### src/hdl/rtch_pkg.sv
package rtch_pkg;

  localparam int unsigned COORD_WIDTH_DEF = 32;
  localparam int unsigned DIR_W           = 18;
  localparam int unsigned DIST_W          = 31;
  localparam int unsigned QUO_W           = 32;
  localparam int unsigned FRAC_W          = 16;
  localparam int unsigned CFG_IDX_W       = 3;
  localparam int unsigned QUEUE_DEPTH     = 2;
  localparam int unsigned NSTEPS          = 24;
  localparam int unsigned STEP_W          = 5;

  localparam logic [CFG_IDX_W-1:0] REG_ORIGIN_X = 3'd0;
  localparam logic [CFG_IDX_W-1:0] REG_ORIGIN_Y = 3'd1;
  localparam logic [CFG_IDX_W-1:0] REG_ORIGIN_Z = 3'd2;
  localparam logic [CFG_IDX_W-1:0] REG_DIR_X    = 3'd3;
  localparam logic [CFG_IDX_W-1:0] REG_DIR_Y    = 3'd4;
  localparam logic [CFG_IDX_W-1:0] REG_DIR_Z    = 3'd5;

  typedef enum logic [1:0] {X_D, X_E1, X_P, X_Q} xsel_e;
  typedef enum logic [1:0] {Y_D, Y_E1, Y_E2, Y_T} ysel_e;
  typedef enum logic [2:0] {D_P, D_Q, D_DET, D_UN, D_VN, D_TN} dst_e;

  typedef struct packed {
    xsel_e      xs;
    logic [1:0] xi;
    ysel_e      ys;
    logic [1:0] yi;
    logic       neg;
    logic       flip;
    logic       first;
    logic       last;
    dst_e       dst;
    logic [1:0] di;
  } step_t;

  function automatic int unsigned max2(int unsigned a, int unsigned b);
    return (a > b) ? a : b;
  endfunction

  function automatic step_t mk(xsel_e xs, logic [1:0] xi, ysel_e ys, logic [1:0] yi,
                               logic neg, logic flip, logic first, logic last,
                               dst_e dst, logic [1:0] di);
    step_t s;
    s.xs = xs; s.xi = xi; s.ys = ys; s.yi = yi;
    s.neg = neg; s.flip = flip; s.first = first; s.last = last;
    s.dst = dst; s.di = di;
    return s;
  endfunction

  // P = D x E2, det = E1.P, un = T.P, Q = T x E1, vn = D.Q, tn = E2.Q
  function automatic step_t step_rom(logic [STEP_W-1:0] idx);
    step_t s;
    unique case (idx)
      5'd0:  s = mk(X_D,  2'd1, Y_E2, 2'd2, 1'b0, 1'b0, 1'b1, 1'b0, D_P,   2'd0);
      5'd1:  s = mk(X_D,  2'd2, Y_E2, 2'd1, 1'b1, 1'b0, 1'b0, 1'b1, D_P,   2'd0);
      5'd2:  s = mk(X_D,  2'd2, Y_E2, 2'd0, 1'b0, 1'b0, 1'b1, 1'b0, D_P,   2'd1);
      5'd3:  s = mk(X_D,  2'd0, Y_E2, 2'd2, 1'b1, 1'b0, 1'b0, 1'b1, D_P,   2'd1);
      5'd4:  s = mk(X_D,  2'd0, Y_E2, 2'd1, 1'b0, 1'b0, 1'b1, 1'b0, D_P,   2'd2);
      5'd5:  s = mk(X_D,  2'd1, Y_E2, 2'd0, 1'b1, 1'b0, 1'b0, 1'b1, D_P,   2'd2);
      5'd6:  s = mk(X_P,  2'd0, Y_E1, 2'd0, 1'b0, 1'b0, 1'b1, 1'b0, D_DET, 2'd0);
      5'd7:  s = mk(X_P,  2'd1, Y_E1, 2'd1, 1'b0, 1'b0, 1'b0, 1'b0, D_DET, 2'd0);
      5'd8:  s = mk(X_P,  2'd2, Y_E1, 2'd2, 1'b0, 1'b0, 1'b0, 1'b1, D_DET, 2'd0);
      5'd9:  s = mk(X_P,  2'd0, Y_T,  2'd0, 1'b0, 1'b1, 1'b1, 1'b0, D_UN,  2'd0);
      5'd10: s = mk(X_P,  2'd1, Y_T,  2'd1, 1'b0, 1'b1, 1'b0, 1'b0, D_UN,  2'd0);
      5'd11: s = mk(X_P,  2'd2, Y_T,  2'd2, 1'b0, 1'b1, 1'b0, 1'b1, D_UN,  2'd0);
      5'd12: s = mk(X_E1, 2'd2, Y_T,  2'd1, 1'b0, 1'b0, 1'b1, 1'b0, D_Q,   2'd0);
      5'd13: s = mk(X_E1, 2'd1, Y_T,  2'd2, 1'b1, 1'b0, 1'b0, 1'b1, D_Q,   2'd0);
      5'd14: s = mk(X_E1, 2'd0, Y_T,  2'd2, 1'b0, 1'b0, 1'b1, 1'b0, D_Q,   2'd1);
      5'd15: s = mk(X_E1, 2'd2, Y_T,  2'd0, 1'b1, 1'b0, 1'b0, 1'b1, D_Q,   2'd1);
      5'd16: s = mk(X_E1, 2'd1, Y_T,  2'd0, 1'b0, 1'b0, 1'b1, 1'b0, D_Q,   2'd2);
      5'd17: s = mk(X_E1, 2'd0, Y_T,  2'd1, 1'b1, 1'b0, 1'b0, 1'b1, D_Q,   2'd2);
      5'd18: s = mk(X_Q,  2'd0, Y_D,  2'd0, 1'b0, 1'b1, 1'b1, 1'b0, D_VN,  2'd0);
      5'd19: s = mk(X_Q,  2'd1, Y_D,  2'd1, 1'b0, 1'b1, 1'b0, 1'b0, D_VN,  2'd0);
      5'd20: s = mk(X_Q,  2'd2, Y_D,  2'd2, 1'b0, 1'b1, 1'b0, 1'b1, D_VN,  2'd0);
      5'd21: s = mk(X_Q,  2'd0, Y_E2, 2'd0, 1'b0, 1'b1, 1'b1, 1'b0, D_TN,  2'd0);
      5'd22: s = mk(X_Q,  2'd1, Y_E2, 2'd1, 1'b0, 1'b1, 1'b0, 1'b0, D_TN,  2'd0);
      5'd23: s = mk(X_Q,  2'd2, Y_E2, 2'd2, 1'b0, 1'b1, 1'b0, 1'b1, D_TN,  2'd0);
      default: s = mk(X_D, 2'd0, Y_D, 2'd0, 1'b0, 1'b0, 1'b0, 1'b0, D_P, 2'd0);
    endcase
    return s;
  endfunction

endpackage

### src/hdl/rtch_if.sv
interface rtch_tri_if #(parameter int unsigned COORD_WIDTH = rtch_pkg::COORD_WIDTH_DEF);
  logic                          valid;
  logic                          ready;
  logic                          first_of_ray;
  logic signed [COORD_WIDTH-1:0] a_x, a_y, a_z;
  logic signed [COORD_WIDTH-1:0] b_x, b_y, b_z;
  logic signed [COORD_WIDTH-1:0] c_x, c_y, c_z;

  modport source (output valid, first_of_ray, a_x, a_y, a_z, b_x, b_y, b_z,
                  c_x, c_y, c_z, input ready);
  modport sink   (input valid, first_of_ray, a_x, a_y, a_z, b_x, b_y, b_z,
                  c_x, c_y, c_z, output ready);
endinterface

interface rtch_hit_if;
  logic                        valid;
  logic                        ready;
  logic                        hit;
  logic [rtch_pkg::DIST_W-1:0] hit_distance;
  logic                        nearest_found;
  logic [rtch_pkg::DIST_W-1:0] nearest_distance;

  modport source (output valid, hit, hit_distance, nearest_found, nearest_distance,
                  input ready);
  modport sink   (input valid, hit, hit_distance, nearest_found, nearest_distance,
                  output ready);
endinterface

interface rtch_cfg_if #(parameter int unsigned COORD_WIDTH = rtch_pkg::COORD_WIDTH_DEF);
  localparam int unsigned DataW = rtch_pkg::max2(COORD_WIDTH, rtch_pkg::DIR_W);
  logic                             valid;
  logic                             ready;
  logic [rtch_pkg::CFG_IDX_W-1:0]   index;
  logic [DataW-1:0]                 data;

  modport source (output valid, index, data, input ready);
  modport sink   (input valid, index, data, output ready);
endinterface

### src/hdl/ray_triangle_closest_hit.sv
// Channel  Dir  Word
// cfg_i    in   index, data: origin x/y/z, direction x/y/z
// tri_i    in   first_of_ray, vertices a, b, c
// hit_o    out  hit, hit_distance, nearest_found, nearest_distance
//
// The back end works one triangle at a time with the bit-serial
// multiply-accumulate unit and the 32-step divider; a miss skips the divider.
// A two-word queue takes triangles while the back end works; the output
// register holds a result until taken; reset clears config and the record.
module ray_triangle_closest_hit #(
  parameter int unsigned COORD_WIDTH = rtch_pkg::COORD_WIDTH_DEF
) (
  input  logic       clk_i,
  input  logic       rst_ni,
  rtch_cfg_if.sink   cfg_i,
  rtch_tri_if.sink   tri_i,
  rtch_hit_if.source hit_o
);
  import rtch_pkg::*;

  logic [COORD_WIDTH-1:0] origin_q [3];
  logic [DIR_W-1:0]       dir_q    [3];
  logic                   item_valid, item_ready, item_first;
  logic [COORD_WIDTH:0]   item_e1 [3];
  logic [COORD_WIDTH:0]   item_e2 [3];
  logic [COORD_WIDTH:0]   item_t  [3];

  assign cfg_i.ready = 1'b1;

  always_ff @(posedge clk_i or negedge rst_ni) begin
    if (!rst_ni) begin
      origin_q <= '{default: '0};
      dir_q    <= '{default: '0};
    end else if (cfg_i.valid) begin
      unique case (cfg_i.index)
        REG_ORIGIN_X: origin_q[0] <= cfg_i.data[COORD_WIDTH-1:0];
        REG_ORIGIN_Y: origin_q[1] <= cfg_i.data[COORD_WIDTH-1:0];
        REG_ORIGIN_Z: origin_q[2] <= cfg_i.data[COORD_WIDTH-1:0];
        REG_DIR_X:    dir_q[0]    <= cfg_i.data[DIR_W-1:0];
        REG_DIR_Y:    dir_q[1]    <= cfg_i.data[DIR_W-1:0];
        REG_DIR_Z:    dir_q[2]    <= cfg_i.data[DIR_W-1:0];
        default: ;
      endcase
    end
  end

  rtch_front #(.COORD_WIDTH(COORD_WIDTH)) u_front (
    .clk_i        (clk_i),
    .rst_ni       (rst_ni),
    .origin_i     (origin_q),
    .tri_i        (tri_i),
    .item_valid_o (item_valid),
    .item_ready_i (item_ready),
    .item_first_o (item_first),
    .item_e1_o    (item_e1),
    .item_e2_o    (item_e2),
    .item_t_o     (item_t)
  );

  rtch_back #(.COORD_WIDTH(COORD_WIDTH)) u_back (
    .clk_i        (clk_i),
    .rst_ni       (rst_ni),
    .dir_i        (dir_q),
    .item_valid_i (item_valid),
    .item_ready_o (item_ready),
    .item_first_i (item_first),
    .item_e1_i    (item_e1),
    .item_e2_i    (item_e2),
    .item_t_i     (item_t),
    .hit_o        (hit_o)
  );

endmodule

### src/hdl/rtch_front.sv
module rtch_front #(
  parameter int unsigned COORD_WIDTH = rtch_pkg::COORD_WIDTH_DEF
) (
  input  logic                   clk_i,
  input  logic                   rst_ni,
  input  logic [COORD_WIDTH-1:0] origin_i [3],
  rtch_tri_if.sink               tri_i,
  output logic                   item_valid_o,
  input  logic                   item_ready_i,
  output logic                   item_first_o,
  output logic [COORD_WIDTH:0]   item_e1_o [3],
  output logic [COORD_WIDTH:0]   item_e2_o [3],
  output logic [COORD_WIDTH:0]   item_t_o  [3]
);
  import rtch_pkg::*;

  localparam int unsigned EW = COORD_WIDTH + 1;
  localparam int unsigned PW = (QUEUE_DEPTH > 1) ? $clog2(QUEUE_DEPTH) : 1;
  localparam int unsigned CW = $clog2(QUEUE_DEPTH + 1);

  logic [COORD_WIDTH-1:0] va [3];
  logic [COORD_WIDTH-1:0] vb [3];
  logic [COORD_WIDTH-1:0] vc [3];
  logic [EW-1:0]          e1 [3];
  logic [EW-1:0]          e2 [3];
  logic [EW-1:0]          tv [3];

  logic [EW-1:0] e1_q    [QUEUE_DEPTH][3];
  logic [EW-1:0] e2_q    [QUEUE_DEPTH][3];
  logic [EW-1:0] tv_q    [QUEUE_DEPTH][3];
  logic          first_q [QUEUE_DEPTH];
  logic [PW-1:0] wr_q, rd_q;
  logic [CW-1:0] cnt_q;
  logic          push, pop;

  assign va = '{tri_i.a_x, tri_i.a_y, tri_i.a_z};
  assign vb = '{tri_i.b_x, tri_i.b_y, tri_i.b_z};
  assign vc = '{tri_i.c_x, tri_i.c_y, tri_i.c_z};

  always_comb begin
    for (int i = 0; i < 3; i++) begin
      e1[i] = {vb[i][COORD_WIDTH-1], vb[i]} - {va[i][COORD_WIDTH-1], va[i]};
      e2[i] = {vc[i][COORD_WIDTH-1], vc[i]} - {va[i][COORD_WIDTH-1], va[i]};
      tv[i] = {origin_i[i][COORD_WIDTH-1], origin_i[i]} - {va[i][COORD_WIDTH-1], va[i]};
    end
  end

  assign tri_i.ready  = cnt_q != CW'(QUEUE_DEPTH);
  assign item_valid_o = cnt_q != '0;
  assign push         = tri_i.valid & tri_i.ready;
  assign pop          = item_valid_o & item_ready_i;

  assign item_first_o = first_q[rd_q];
  assign item_e1_o    = e1_q[rd_q];
  assign item_e2_o    = e2_q[rd_q];
  assign item_t_o     = tv_q[rd_q];

  always_ff @(posedge clk_i) begin
    if (push) begin
      e1_q[wr_q]    <= e1;
      e2_q[wr_q]    <= e2;
      tv_q[wr_q]    <= tv;
      first_q[wr_q] <= tri_i.first_of_ray;
    end
  end

  always_ff @(posedge clk_i or negedge rst_ni) begin
    if (!rst_ni) begin
      wr_q  <= '0;
      rd_q  <= '0;
      cnt_q <= '0;
    end else begin
      if (push) begin
        wr_q <= (wr_q == PW'(QUEUE_DEPTH - 1)) ? '0 : wr_q + PW'(1);
      end
      if (pop) begin
        rd_q <= (rd_q == PW'(QUEUE_DEPTH - 1)) ? '0 : rd_q + PW'(1);
      end
      if (push && !pop) begin
        cnt_q <= cnt_q + CW'(1);
      end else if (pop && !push) begin
        cnt_q <= cnt_q - CW'(1);
      end
    end
  end

endmodule

### src/hdl/rtch_back.sv
module rtch_back #(
  parameter int unsigned COORD_WIDTH = rtch_pkg::COORD_WIDTH_DEF
) (
  input  logic                      clk_i,
  input  logic                      rst_ni,
  input  logic [rtch_pkg::DIR_W-1:0] dir_i [3],
  input  logic                      item_valid_i,
  output logic                      item_ready_o,
  input  logic                      item_first_i,
  input  logic [COORD_WIDTH:0]      item_e1_i [3],
  input  logic [COORD_WIDTH:0]      item_e2_i [3],
  input  logic [COORD_WIDTH:0]      item_t_i  [3],
  rtch_hit_if.source                hit_o
);
  import rtch_pkg::*;

  localparam int unsigned EW  = COORD_WIDTH + 1;
  localparam int unsigned YW  = max2(EW, DIR_W);
  localparam int unsigned XW  = max2(2 * COORD_WIDTH + 3, COORD_WIDTH + 20);
  localparam int unsigned AW  = max2(max2(3 * COORD_WIDTH + 6, 2 * COORD_WIDTH + 23), XW + 20);
  localparam int unsigned DVW = max2(AW + FRAC_W, 2 * COORD_WIDTH + 23 + QUO_W - 1);
  localparam int unsigned BW  = $clog2(YW);
  localparam int unsigned QCW = $clog2(QUO_W);

  localparam logic [2:0] S_IDLE = 3'd0;
  localparam logic [2:0] S_LOAD = 3'd1;
  localparam logic [2:0] S_MUL  = 3'd2;
  localparam logic [2:0] S_ABS  = 3'd3;
  localparam logic [2:0] S_CHK  = 3'd4;
  localparam logic [2:0] S_DIV  = 3'd5;
  localparam logic [2:0] S_DONE = 3'd6;

  logic [2:0] state_q, state_d;

  logic                    first_q;
  logic signed [EW-1:0]    e1_q [3];
  logic signed [EW-1:0]    e2_q [3];
  logic signed [EW-1:0]    tv_q [3];
  logic signed [XW-1:0]    p_q  [3];
  logic signed [XW-1:0]    q_q  [3];
  logic [AW-1:0]           det_q, un_q, vn_q, tn_q, dt_q;
  logic                    det_neg_q;
  logic [AW-1:0]           acc_q, xs_q;
  logic [YW-1:0]           ys_q;
  logic [BW-1:0]           bit_q;
  logic [STEP_W-1:0]       step_q;
  logic [DVW-1:0]          num_q, ds_q;
  logic [QUO_W-1:0]        quo_q;
  logic [QCW-1:0]          qcnt_q;

  logic                    out_valid_q;
  logic                    hit_q, near_found_q;
  logic [DIST_W-1:0]       dist_q, near_dist_q;
  logic [QUO_W-1:0]        best_q;
  logic                    best_valid_q;

  step_t                   st;
  logic signed [AW-1:0]    x_val;
  logic signed [YW-1:0]    y_val;
  logic                    last_bit, sub;
  logic [AW-1:0]           acc_d;
  logic [AW:0]             uv_sum;
  logic                    miss;
  logic                    ge;
  logic [DIST_W-1:0]       tri_dist;
  logic                    hit;
  logic                    slot_free;
  logic                    base_valid, upd, best_valid_d;
  logic [QUO_W-1:0]        base_best, best_d;

  assign st = step_rom(step_q);

  always_comb begin
    unique case (st.xs)
      X_D:  x_val = AW'($signed(dir_i[st.xi]));
      X_E1: x_val = AW'(e1_q[st.xi]);
      X_P:  x_val = AW'(p_q[st.xi]);
      X_Q:  x_val = AW'(q_q[st.xi]);
    endcase
    unique case (st.ys)
      Y_D:  y_val = YW'($signed(dir_i[st.yi]));
      Y_E1: y_val = YW'(e1_q[st.yi]);
      Y_E2: y_val = YW'(e2_q[st.yi]);
      Y_T:  y_val = YW'(tv_q[st.yi]);
    endcase
  end

  // top bit of the multiplier carries negative weight
  assign last_bit = bit_q == BW'(YW - 1);
  assign sub      = st.neg ^ (st.flip & det_neg_q) ^ last_bit;
  assign acc_d    = ys_q[0] ? acc_q + (xs_q ^ {AW{sub}}) + AW'(sub) : acc_q;

  assign uv_sum = {un_q[AW-1], un_q} + {vn_q[AW-1], vn_q};
  assign miss   = (det_q == '0) | un_q[AW-1] | (un_q > dt_q) | vn_q[AW-1]
                | (uv_sum > {1'b0, dt_q}) | tn_q[AW-1] | (tn_q == '0);

  assign ge = num_q >= ds_q;

  assign tri_dist = quo_q[QUO_W-1] ? '1 : quo_q[DIST_W-1:0];
  assign hit      = tri_dist != '0;

  assign base_valid   = first_q ? 1'b0 : best_valid_q;
  assign base_best    = first_q ? '1 : best_q;
  assign upd          = hit & (!base_valid | ({1'b0, tri_dist} < base_best));
  assign best_valid_d = base_valid | upd;
  assign best_d       = upd ? {1'b0, tri_dist} : base_best;

  assign slot_free    = !out_valid_q | hit_o.ready;
  assign item_ready_o = state_q == S_IDLE;

  always_comb begin
    state_d = state_q;
    unique case (state_q)
      S_IDLE: if (item_valid_i) state_d = S_LOAD;
      S_LOAD: state_d = S_MUL;
      S_MUL: begin
        if (last_bit) begin
          state_d = (step_q == STEP_W'(NSTEPS - 1)) ? S_ABS : S_LOAD;
        end
      end
      S_ABS: state_d = S_CHK;
      S_CHK: state_d = miss ? S_DONE : S_DIV;
      S_DIV: if (qcnt_q == QCW'(QUO_W - 1)) state_d = S_DONE;
      S_DONE: if (slot_free) state_d = S_IDLE;
      default: state_d = S_IDLE;
    endcase
  end

  always_ff @(posedge clk_i) begin
    unique case (state_q)
      S_IDLE: begin
        if (item_valid_i) begin
          first_q <= item_first_i;
          for (int i = 0; i < 3; i++) begin
            e1_q[i] <= $signed(item_e1_i[i]);
            e2_q[i] <= $signed(item_e2_i[i]);
            tv_q[i] <= $signed(item_t_i[i]);
          end
          step_q <= '0;
        end
      end
      S_LOAD: begin
        xs_q  <= x_val;
        ys_q  <= y_val;
        bit_q <= '0;
        if (st.first) acc_q <= '0;
      end
      S_MUL: begin
        acc_q <= acc_d;
        xs_q  <= xs_q << 1;
        ys_q  <= ys_q >> 1;
        bit_q <= bit_q + BW'(1);
        if (last_bit) begin
          step_q <= step_q + STEP_W'(1);
          if (st.last) begin
            unique case (st.dst)
              D_P:   p_q[st.di] <= $signed(acc_d[XW-1:0]);
              D_Q:   q_q[st.di] <= $signed(acc_d[XW-1:0]);
              D_DET: begin
                det_q     <= acc_d;
                det_neg_q <= acc_d[AW-1];
              end
              D_UN:  un_q <= acc_d;
              D_VN:  vn_q <= acc_d;
              D_TN:  tn_q <= acc_d;
              default: ;
            endcase
          end
        end
      end
      S_ABS: dt_q <= det_neg_q ? -det_q : det_q;
      S_CHK: begin
        num_q  <= DVW'({tn_q, {FRAC_W{1'b0}}});
        ds_q   <= DVW'(dt_q) << (QUO_W - 1);
        qcnt_q <= '0;
        quo_q  <= '0;
      end
      S_DIV: begin
        if (ge) num_q <= num_q - ds_q;
        ds_q   <= ds_q >> 1;
        quo_q  <= {quo_q[QUO_W-2:0], ge};
        qcnt_q <= qcnt_q + QCW'(1);
      end
      S_DONE: begin
        if (slot_free) begin
          hit_q        <= hit;
          dist_q       <= tri_dist;
          near_found_q <= best_valid_d;
          near_dist_q  <= best_valid_d ? best_d[DIST_W-1:0] : '0;
        end
      end
      default: ;
    endcase
  end

  always_ff @(posedge clk_i or negedge rst_ni) begin
    if (!rst_ni) begin
      state_q      <= S_IDLE;
      out_valid_q  <= 1'b0;
      best_q       <= '1;
      best_valid_q <= 1'b0;
    end else begin
      state_q <= state_d;
      if (state_q == S_DONE && slot_free) begin
        out_valid_q  <= 1'b1;
        best_q       <= best_d;
        best_valid_q <= best_valid_d;
      end else if (hit_o.ready) begin
        out_valid_q <= 1'b0;
      end
    end
  end

  assign hit_o.valid            = out_valid_q;
  assign hit_o.hit              = hit_q;
  assign hit_o.hit_distance     = dist_q;
  assign hit_o.nearest_found    = near_found_q;
  assign hit_o.nearest_distance = near_dist_q;

`ifndef ASSERT_OFF
  a_hit_nonzero: assert property (@(posedge clk_i) disable iff (!rst_ni)
    hit_o.valid && hit_o.hit |-> hit_o.hit_distance != '0)
    else $error("hit word with zero distance");

  a_hit_nearest: assert property (@(posedge clk_i) disable iff (!rst_ni)
    hit_o.valid && hit_o.hit |->
      hit_o.nearest_found && hit_o.nearest_distance <= hit_o.hit_distance)
    else $error("nearest record misses a hit");

  a_none_zero: assert property (@(posedge clk_i) disable iff (!rst_ni)
    hit_o.valid && !hit_o.nearest_found |-> hit_o.nearest_distance == '0)
    else $error("nearest distance without a hit");

  a_div_nonzero: assert property (@(posedge clk_i) disable iff (!rst_ni)
    state_q == S_DIV |-> dt_q != '0)
    else $error("divide by zero determinant");
`endif

endmodule
### src/flat_wrapper.sv
// flat-port wrapper written by rule: the top's interface ports become plain ports
module ray_triangle_closest_hit_flat import rtch_pkg::*;
#(
  parameter int unsigned COORD_WIDTH = rtch_pkg::COORD_WIDTH_DEF
)
  (clk_i, rst_ni, cfg_i_valid, cfg_i_index, cfg_i_data, cfg_i_ready, tri_i_valid, tri_i_first_of_ray, tri_i_a_x, tri_i_a_y, tri_i_a_z, tri_i_b_x, tri_i_b_y, tri_i_b_z, tri_i_c_x, tri_i_c_y, tri_i_c_z, tri_i_ready, hit_o_valid, hit_o_hit, hit_o_hit_distance, hit_o_nearest_found, hit_o_nearest_distance, hit_o_ready);
  rtch_cfg_if #(.COORD_WIDTH(COORD_WIDTH)) cfg_i_i ();
  rtch_tri_if #(.COORD_WIDTH(COORD_WIDTH)) tri_i_i ();
  rtch_hit_if hit_o_i ();
  input  logic clk_i;
  input  logic rst_ni;
  input wire logic [$bits(cfg_i_i.valid)-1:0] cfg_i_valid;
  input wire logic [$bits(cfg_i_i.index)-1:0] cfg_i_index;
  input wire logic [$bits(cfg_i_i.data)-1:0] cfg_i_data;
  output wire logic [$bits(cfg_i_i.ready)-1:0] cfg_i_ready;
  input wire logic [$bits(tri_i_i.valid)-1:0] tri_i_valid;
  input wire logic [$bits(tri_i_i.first_of_ray)-1:0] tri_i_first_of_ray;
  input wire logic [$bits(tri_i_i.a_x)-1:0] tri_i_a_x;
  input wire logic [$bits(tri_i_i.a_y)-1:0] tri_i_a_y;
  input wire logic [$bits(tri_i_i.a_z)-1:0] tri_i_a_z;
  input wire logic [$bits(tri_i_i.b_x)-1:0] tri_i_b_x;
  input wire logic [$bits(tri_i_i.b_y)-1:0] tri_i_b_y;
  input wire logic [$bits(tri_i_i.b_z)-1:0] tri_i_b_z;
  input wire logic [$bits(tri_i_i.c_x)-1:0] tri_i_c_x;
  input wire logic [$bits(tri_i_i.c_y)-1:0] tri_i_c_y;
  input wire logic [$bits(tri_i_i.c_z)-1:0] tri_i_c_z;
  output wire logic [$bits(tri_i_i.ready)-1:0] tri_i_ready;
  output wire logic [$bits(hit_o_i.valid)-1:0] hit_o_valid;
  output wire logic [$bits(hit_o_i.hit)-1:0] hit_o_hit;
  output wire logic [$bits(hit_o_i.hit_distance)-1:0] hit_o_hit_distance;
  output wire logic [$bits(hit_o_i.nearest_found)-1:0] hit_o_nearest_found;
  output wire logic [$bits(hit_o_i.nearest_distance)-1:0] hit_o_nearest_distance;
  input wire logic [$bits(hit_o_i.ready)-1:0] hit_o_ready;
  assign cfg_i_i.valid = cfg_i_valid;
  assign cfg_i_i.index = cfg_i_index;
  assign cfg_i_i.data = cfg_i_data;
  assign cfg_i_ready = cfg_i_i.ready;
  assign tri_i_i.valid = tri_i_valid;
  assign tri_i_i.first_of_ray = tri_i_first_of_ray;
  assign tri_i_i.a_x = tri_i_a_x;
  assign tri_i_i.a_y = tri_i_a_y;
  assign tri_i_i.a_z = tri_i_a_z;
  assign tri_i_i.b_x = tri_i_b_x;
  assign tri_i_i.b_y = tri_i_b_y;
  assign tri_i_i.b_z = tri_i_b_z;
  assign tri_i_i.c_x = tri_i_c_x;
  assign tri_i_i.c_y = tri_i_c_y;
  assign tri_i_i.c_z = tri_i_c_z;
  assign tri_i_ready = tri_i_i.ready;
  assign hit_o_valid = hit_o_i.valid;
  assign hit_o_hit = hit_o_i.hit;
  assign hit_o_hit_distance = hit_o_i.hit_distance;
  assign hit_o_nearest_found = hit_o_i.nearest_found;
  assign hit_o_nearest_distance = hit_o_i.nearest_distance;
  assign hit_o_i.ready = hit_o_ready;
  ray_triangle_closest_hit #(.COORD_WIDTH(COORD_WIDTH)) u_core (.clk_i(clk_i), .rst_ni(rst_ni), .cfg_i(cfg_i_i), .tri_i(tri_i_i), .hit_o(hit_o_i));
endmodule
### config.mk
export PLATFORM = sky130hd
export DESIGN_NAME = ray_triangle_closest_hit_flat
export DESIGN_NICKNAME = d
export VERILOG_FILES = /design/src/hdl/rtch_pkg.sv /design/src/hdl/rtch_if.sv /design/src/hdl/ray_triangle_closest_hit.sv /design/src/hdl/rtch_front.sv /design/src/hdl/rtch_back.sv /design/src/flat_wrapper.sv
export SDC_FILE = /design/constraint.sdc
export NUM_CORES = 2
export LEC_CHECK = 0
export BUFFER_PORTS_ARGS = -buffer_cell sky130_fd_sc_hd__buf_4
export CAP_MARGIN = 20
export CORE_MARGIN = 2
export CORE_UTILIZATION = 57
export DETAILED_ROUTE_END_ITERATION = 6
export GPL_TIMING_DRIVEN = 0
export PLACE_DENSITY = 0.82
export SLEW_MARGIN = 20
export SYNTH_ARGS = -nofsm -noshare
export SYNTH_HDL_FRONTEND = slang
export SYNTH_HIERARCHICAL = 1
export SYNTH_SLANG_ARGS = --single-unit
### constraint.sdc
create_clock -name clk_i -period 14.95 [get_ports clk_i]
set_clock_uncertainty 0.1 [all_clocks]
set_input_delay 2.2425 -clock clk_i [delete_from_list [all_inputs] [get_ports clk_i]]
set_output_delay 2.2425 -clock clk_i [all_outputs]
set_load 0.05 [all_outputs]
# Yosys cells after proc, flatten, opt, wreduce, memory -nomap -nowiden
# Memory sizes are Yosys's and may differ from the RTL's. A register that Yosys moved wholly into a read port is not among the register bits.
# Cells that the tools add are included.
# classes
addsub,21
order_cmp,6
eq_ne,32
muxes,56
bitwise_logic,18
reduce_logical,37
# op_table
cell,n
118-bit one-hot mux with 2 select lines,2
102-bit one-hot mux with 2 select lines,2
102-bit one-hot mux with 4 select lines,1
102-bit 2-to-1 mux,3
32-bit by 32-bit subtractor with 33-bit output,9
102-bit logical NOT,2
33-bit one-hot mux with 4 select lines,1
118-bit >= comparator,1
118-bit 2-to-1 mux,1
118-bit subtractor,1
102-bit by 102-bit adder with 103-bit output,1
103-bit by 102-bit > comparator with 1-bit output,1
102-bit by 1-bit adder with 102-bit output,1
102-bit adder,1
102-bit > comparator,1
102-bit negation,1
102-bit bitwise XOR,1
18-bit binary-select mux with 2-bit select,2
18-bit 2-to-1 mux,4
33-bit one-hot mux with 2 select lines,1
32-bit 2-to-1 mux,2
32-bit one-hot mux with 2 select lines,1
31-bit by 32-bit < comparator with 1-bit output,1
31-bit 2-to-1 mux,1
34 further kinds,128
# word_totals
reg_bits,1287
mem_bits_rw,1295
rom_bits,544
in_bits,329
word_cells,212
n_memories,10
# mem_list
memory,words,word_bits,rd,rd_clocked_by_memory_dff,write_ports,line,source
(no name shown),32,17,1,1,0,rtch_pkg.sv:54,unique case (idx)
u_core.u_back.p_q,3,67,1,0,1,rtch_back.sv:39,logic signed [XW-1:0] p_q [3];
u_core.u_back.q_q,3,67,1,0,1,rtch_back.sv:40,logic signed [XW-1:0] q_q [3];
u_core.u_front.e1_q,2,99,1,0,1,rtch_front.sv:28,logic [EW-1:0] e1_q [QUEUE_DEPTH][3];
u_core.u_front.e2_q,2,99,1,0,1,rtch_front.sv:29,logic [EW-1:0] e2_q [QUEUE_DEPTH][3];
u_core.u_front.tv_q,2,99,1,0,1,rtch_front.sv:30,logic [EW-1:0] tv_q [QUEUE_DEPTH][3];
4 more memories,-,-,-,-,-,-,

# Longest topological paths before layout
# depth
word_depth,9
mapped_depth,27

# Cells and area by module
# The synthesis kept the hierarchy.
# modules_own_cells
mod,n_inst,cells_each,area_each_um2
rtch_back,1,8614,99870.8
rtch_front,1,3054,36468.7
ray_triangle_closest_hit,1,324,5688.0

# Least setup slack after synthesis
# OpenSTA, ideal clock, no wires.
# synth_path
path_type,in2reg
start,in tri_i_valid
end,mem u_core/u_front/e1_q[0][0] in the netlist's numbering (enable)
setup_time_ns,0.965
arrival_time_ns,14.694
required_time_ns,13.885
path_slack_ns,-0.809
path_stages,2
n_path_buf,0
cell_sequence,nand2_1 -> nor2_1
# synth_between
elab_chain_len,3
# synth_lines
element,line,source
"start, declared",flat_wrapper.sv:16,input wire logic [$bits(tri_i_i.valid)-1:0] tri_i_valid;
1-bit AND,rtch_front.sv:50,assign push = tri_i.valid & tri_i.ready;
1-bit 2-to-1 mux,rtch_front.sv:59,if (push) begin
1-bit 2-to-1 mux (implied by the code),rtch_front.sv:60,e1_q[wr_q] <= e1;
"end, declared",rtch_front.sv:28,
# Every way passes these cells.

# Worst setup path after layout
# layout_path
start,reg u_core.u_back.un_q[32]
end,reg u_core.u_back.state_q[1]
# layout_between
elab_chain_len,8
elab_cells_between_ends,10
# layout_lines
element,line,source
"start, declared",rtch_back.sv:41,"logic [AW-1:0] det_q, un_q, vn_q, tn_q, dt_q;"
"start signal, assigned",rtch_back.sv:163,D_UN: un_q <= acc_d;
branches (longest 3 deep; another with 102-bit by 102-bit adder with 103-bit output),-,
1-bit bitwise OR * (3 in series),rtch_back.sv:95,"| (uv_sum > {1'b0, dt_q}) | tn_q[AW-1] | (tn_q == '0);"
2-bit 2-to-1 mux *,rtch_back.sv:122,S_CHK: state_d = miss ? S_DONE : S_DIV;
3-bit one-hot mux with 7 select lines *,rtch_back.sv:113,unique case (state_q)
"end signal, assigned",rtch_back.sv:203,state_q <= state_d;
"end, declared",rtch_back.sv:33,"logic [2:0] state_q, state_d;"
# Mark *: on every way between the ends.
# A chain may end at the register's enable or synchronous reset.

==> summary.txt <==
Outcome
  – Status: complete, but fails checks
  – Failing checks: DRC

CTS
  – Hold buffer count at cts: 0
  – CTS H-tree lvls: 5
  – Clk_lat worst skew: 0.99 ns
  – CTS tree: built
  – CTS buffer count: 292
  – CTS max path bufs: 4
  – Resize count post-CTS: 0
  – Root Buffer: clkbuf_16
  – Setup repair bufs after CTS: 0
  – Clock transition at path regs: 0.06 ns
  – # clock sinks: around 2,600

Detailed routing
  – Total DRC errors in the routed layout: 1
  – Number of DRC markers in iteration 0: 13,800
  – Vias: roughly 110k
  – WL/cell: 27.6 microns
  – DRT Pass-1 Iters: 7
  – Via density: between 6 and 7
  – Overall routed net length: ~450,000 microns
  – Final ANT Viol Nets: 0

Placed design
  – Placed instance count: 15,800
  – Hpwl dp: 343,000 microns
  – Pre-CTS setup slack: 5.53 ns
  – GP Congestion: roughly 1
  – Number of I/O port buffers: 393

Worst setup path
  – Crit path max fanout: 8
  – Slowest-stage cell, CP: o21ai_0
  – Crit Path Category: register to register
  – Worst path required time: 15.65 ns
  – WP buf/inv: 1
  – Setup crit start kind: register
  – Levels on crit path: 26
  – Crit end category: register
  – Reg2Reg Setup Slack: ~5.4 ns
  – Critical path's top delay family: compound AO/OA/AOI/OAI gates
  – CP dominant cell by count: a21oi_1
  – Max stage delay on crit path: 0.92 ns
  – Critical Path AT: 10.30 ns
  – R2R cell count: 26

Die
  – Io pins: 396
  – Core Footprint: 0.248 sq mm
  – Initial core utilization: a little under three fifths
  – Cell row count: 183
  – Die ar.: 0.253 sq mm
  – Die W: about 500 microns
  – Die span in y: slightly above 500 microns

Timing
  – Final Max Tran Viols: 0
  – Period utilization: 64.2%
  – Worst Tran Pin Value: about 1.3 ns
  – Fmax: 104 MHz
  – Post-Route Setup TNS: 0 ns
  – Fin crit period: 9.60 ns
  – Final number of hold-violating endpoints: 0
  – Endpoints failing setup: 0
  – Final WS setup: between 5 and 6 ns
  – RSZ-0062 raised after global routing: no
  – Slew margin rel.: 15.9%

Pwr
  – Gate power share: 25.8%
  – Switch Pwr: 7.26 mW
  – Pint: around 16 mW
  – Net Sw Frac: 31.4%
  – Clk pwr share: just over 30%
  – Total power: 23.1 mW
  – Power Density: roughly 140 mW/mm^2
  – Seq pwr share: 43.0%
  – Lkg Pwr: 60.0 nW
  – Max VDD drop: around 160 uV

Synthesis
  – Seq/Total Area, Yosys: about 54%
  – Syn Area/Cell: 11.8 sq um
  – Adder-cell share of the synthesized area: under 10%
  – Syn_nets: 13,200
  – Post-synthesis mux area share: between 7 and 8%
  – Simple-gate portion of the synthesized area: roughly a tenth
  – Synth top area cells: edfxtp_1 (51%), ha_1 (7.5%), mux2_2 (4.7%)
  – EDFF count, synth: 2,391
  – Compound-gate portion of the synthesized area: ~14%
  – Unique masters post-synth: 124
  – Synth top area share: 50.6%
  – Post-synth ARST share: roughly 7.3%
  – Synth warnings: 6
  – Largest family of logic cells by synthesized area: compound AO/OA/AOI/OAI gates
  – Cell Area, Synth: 0.142 sq mm
  – Xor/xnor share of the synthesized area: 4.65%
  – Largest area contributor in the netlist: edfxtp_1
  – Mapped Cells: 12,000
  – Top FF cell, synth: edfxtp_1
  – Yosys reg bits: roughly 2,600

Cells and area
  – Filler instances: 18,400
  – Layout cells sized above 1: 14.2%
  – Most frequent cells in the layout: edfxtp_1 (2,391), nand2_1 (935), ha_1 (852)
  – Layout area overhead: 13.4%
  – Final net count: between 10,000 and 15,000
  – Most common cell after layout, fill and taps aside: edfxtp_1
  – Non-filler cells, final: 16,300

GRT
  – Gr usage total: 34.9%
  – Initial antenna violation count: 38
  – Number of global-route vias before repair: 102,000
  – Overflow after GRT: 0
  – Pin count of the biggest net entering global routing: 82
  – First-pass GRT wire length: 653,000 microns

Run
  – Max Cap Viol: 0

Hold path
  – Min-delay worst type: register to register
  – WHS Path Cells: 1
## power by group through the flow
stage / clock (mW) / sequential (mW) / combinational [mW]
after global placement: 0 / 10.2 / 5.44
after global routing: 7.55 / 10.0 / 6.28
final: 7.22 / 9.95 / 5.98
after detailed placement: 0 / 10.1 / 5.73
after CTS: 7.27 / 9.93 / 5.79
after floorplan: 0 / 10.1 / 3.49
## synth_stat cells (22+ instances only)
library cell  count
xnor2_1         561
nand2b_1         88
a31oi_1         107
a2111oi_0        24
o21ai_1          39
o21ai_0         704
mux4_2           92
or3_1            43
or2_2            35
a21oi_1         775
o21bai_1        103
a221oi_1         54
nor2b_1          98
o41ai_1          22
o21a_1          103
nor4_1           67
mux2i_1         164
dfstp_2          32
inv_1           562
nand4_1         217
and4_1           23
a22oi_1          35
nor2_1          680
buf_1            57
nand2_1         935
and2_1          121
o22ai_1          56
o31ai_1          59
nand3_1         144
nor3_1          137
a211oi_1         95
clkbuf_1        440
mux2_2          589
ha_1            852
and3_1           98
or4_1            33
o211ai_1        165
dfrtp_1         159
edfxtp_1       2391
xor2_1          193
a21boi_0         26
a21o_1          452
## sequential cells by signal, indices dropped and copies added, names as in the netlist, 96 cells and up
signal / cells
u_core/origin_q: 96
u_core/u_back/xs_q: 102
u_core/u_front/e2_q: 198
u_core/u_back/p_q: 201
u_core/u_back/dt_q: 102
u_core/u_back/num_q: 118
u_core/u_back/e1_q: 99
u_core/u_back/tv_q: 99
u_core/u_back/un_q: 102
u_core/u_back/acc_q: 102
u_core/u_back/e2_q: 99
u_core/u_back/q_q: 201
u_core/u_back/tn_q: 102
u_core/u_back/det_q: 102
u_core/u_front/tv_q: 198
u_core/u_front/e1_q: 198
u_core/u_back/ds_q: 118
u_core/u_back/vn_q: 102
## kinds of logic (layout without fill, tap and decap cells)
| kind of cell | after synthesis | in the layout |
|---|---|---|
| AOI/OAI and AO/OA | 3038 | 3038 |
| and+or+nand+nor | 2799 | 2799 |
| DFF | 2599 | 2599 |
| buffers and inverters | 1084 | 2098 |
| adders and majority gates | 864 | 864 |
| muxes | 853 | 853 |
| xor gates and xnor gates | 754 | 754 |
| other | 1 | 14 |
## worst paths after layout
| kind | startpoint | end |
|---|---|---|
| worst min-delay path | u_core/origin_q[7] | u_core/origin_q[7] |
| worst max register to register | u_core/u_back/un_q[32] | u_core/u_back/state_q[1] |
| worst min register to register | u_core/origin_q[7] | u_core/origin_q[7] |
| worst max-delay path | u_core/u_back/un_q[32] | u_core/u_back/state_q[1] |
| max in group asynchronous | rst_ni | u_core/u_back/best_q[4] |
| min in group asynchronous | rst_ni | u_core/origin_q[91] |
## layer usage
metal	GRT usage, %	vias up	routed length (microns)
li1	-	46800	-
met2	55.9	6169	208000
met1	44.5	51300	167000
met4	20.3	14	30800
met3	6.41	1225	45200
met5	0	-	99
## layout make-up
class                      instances  area (sq um)  area share [%]
tap                             3330          4170            2.59
timing repair buffer             509          5100            3.17
sequential                      2599         77000            47.8
antenna                           13          32.5          0.0202
clock buffer                     366          7900            4.90
inverter                         564          2120            1.31
clock inverter                   139          1620            1.00
multi-input combinational       8309         61100            37.9
buffer                           520          2090            1.30
## per-stage QoR
step / cell area (sq um) / hold slack (ns) / utilization [%]
floorplan: 142000 / 0.356 / -
global placement: 149000 / 0.371 / 60.1
detailed placement: 152000 / 0.380 / 61.1
CTS: 161000 / 0.393 / 64.9
global route: 161000 / 0.402 / 64.9
finish: 161000 / 0.392 / 64.9
(Power assumes the default switching activity.)
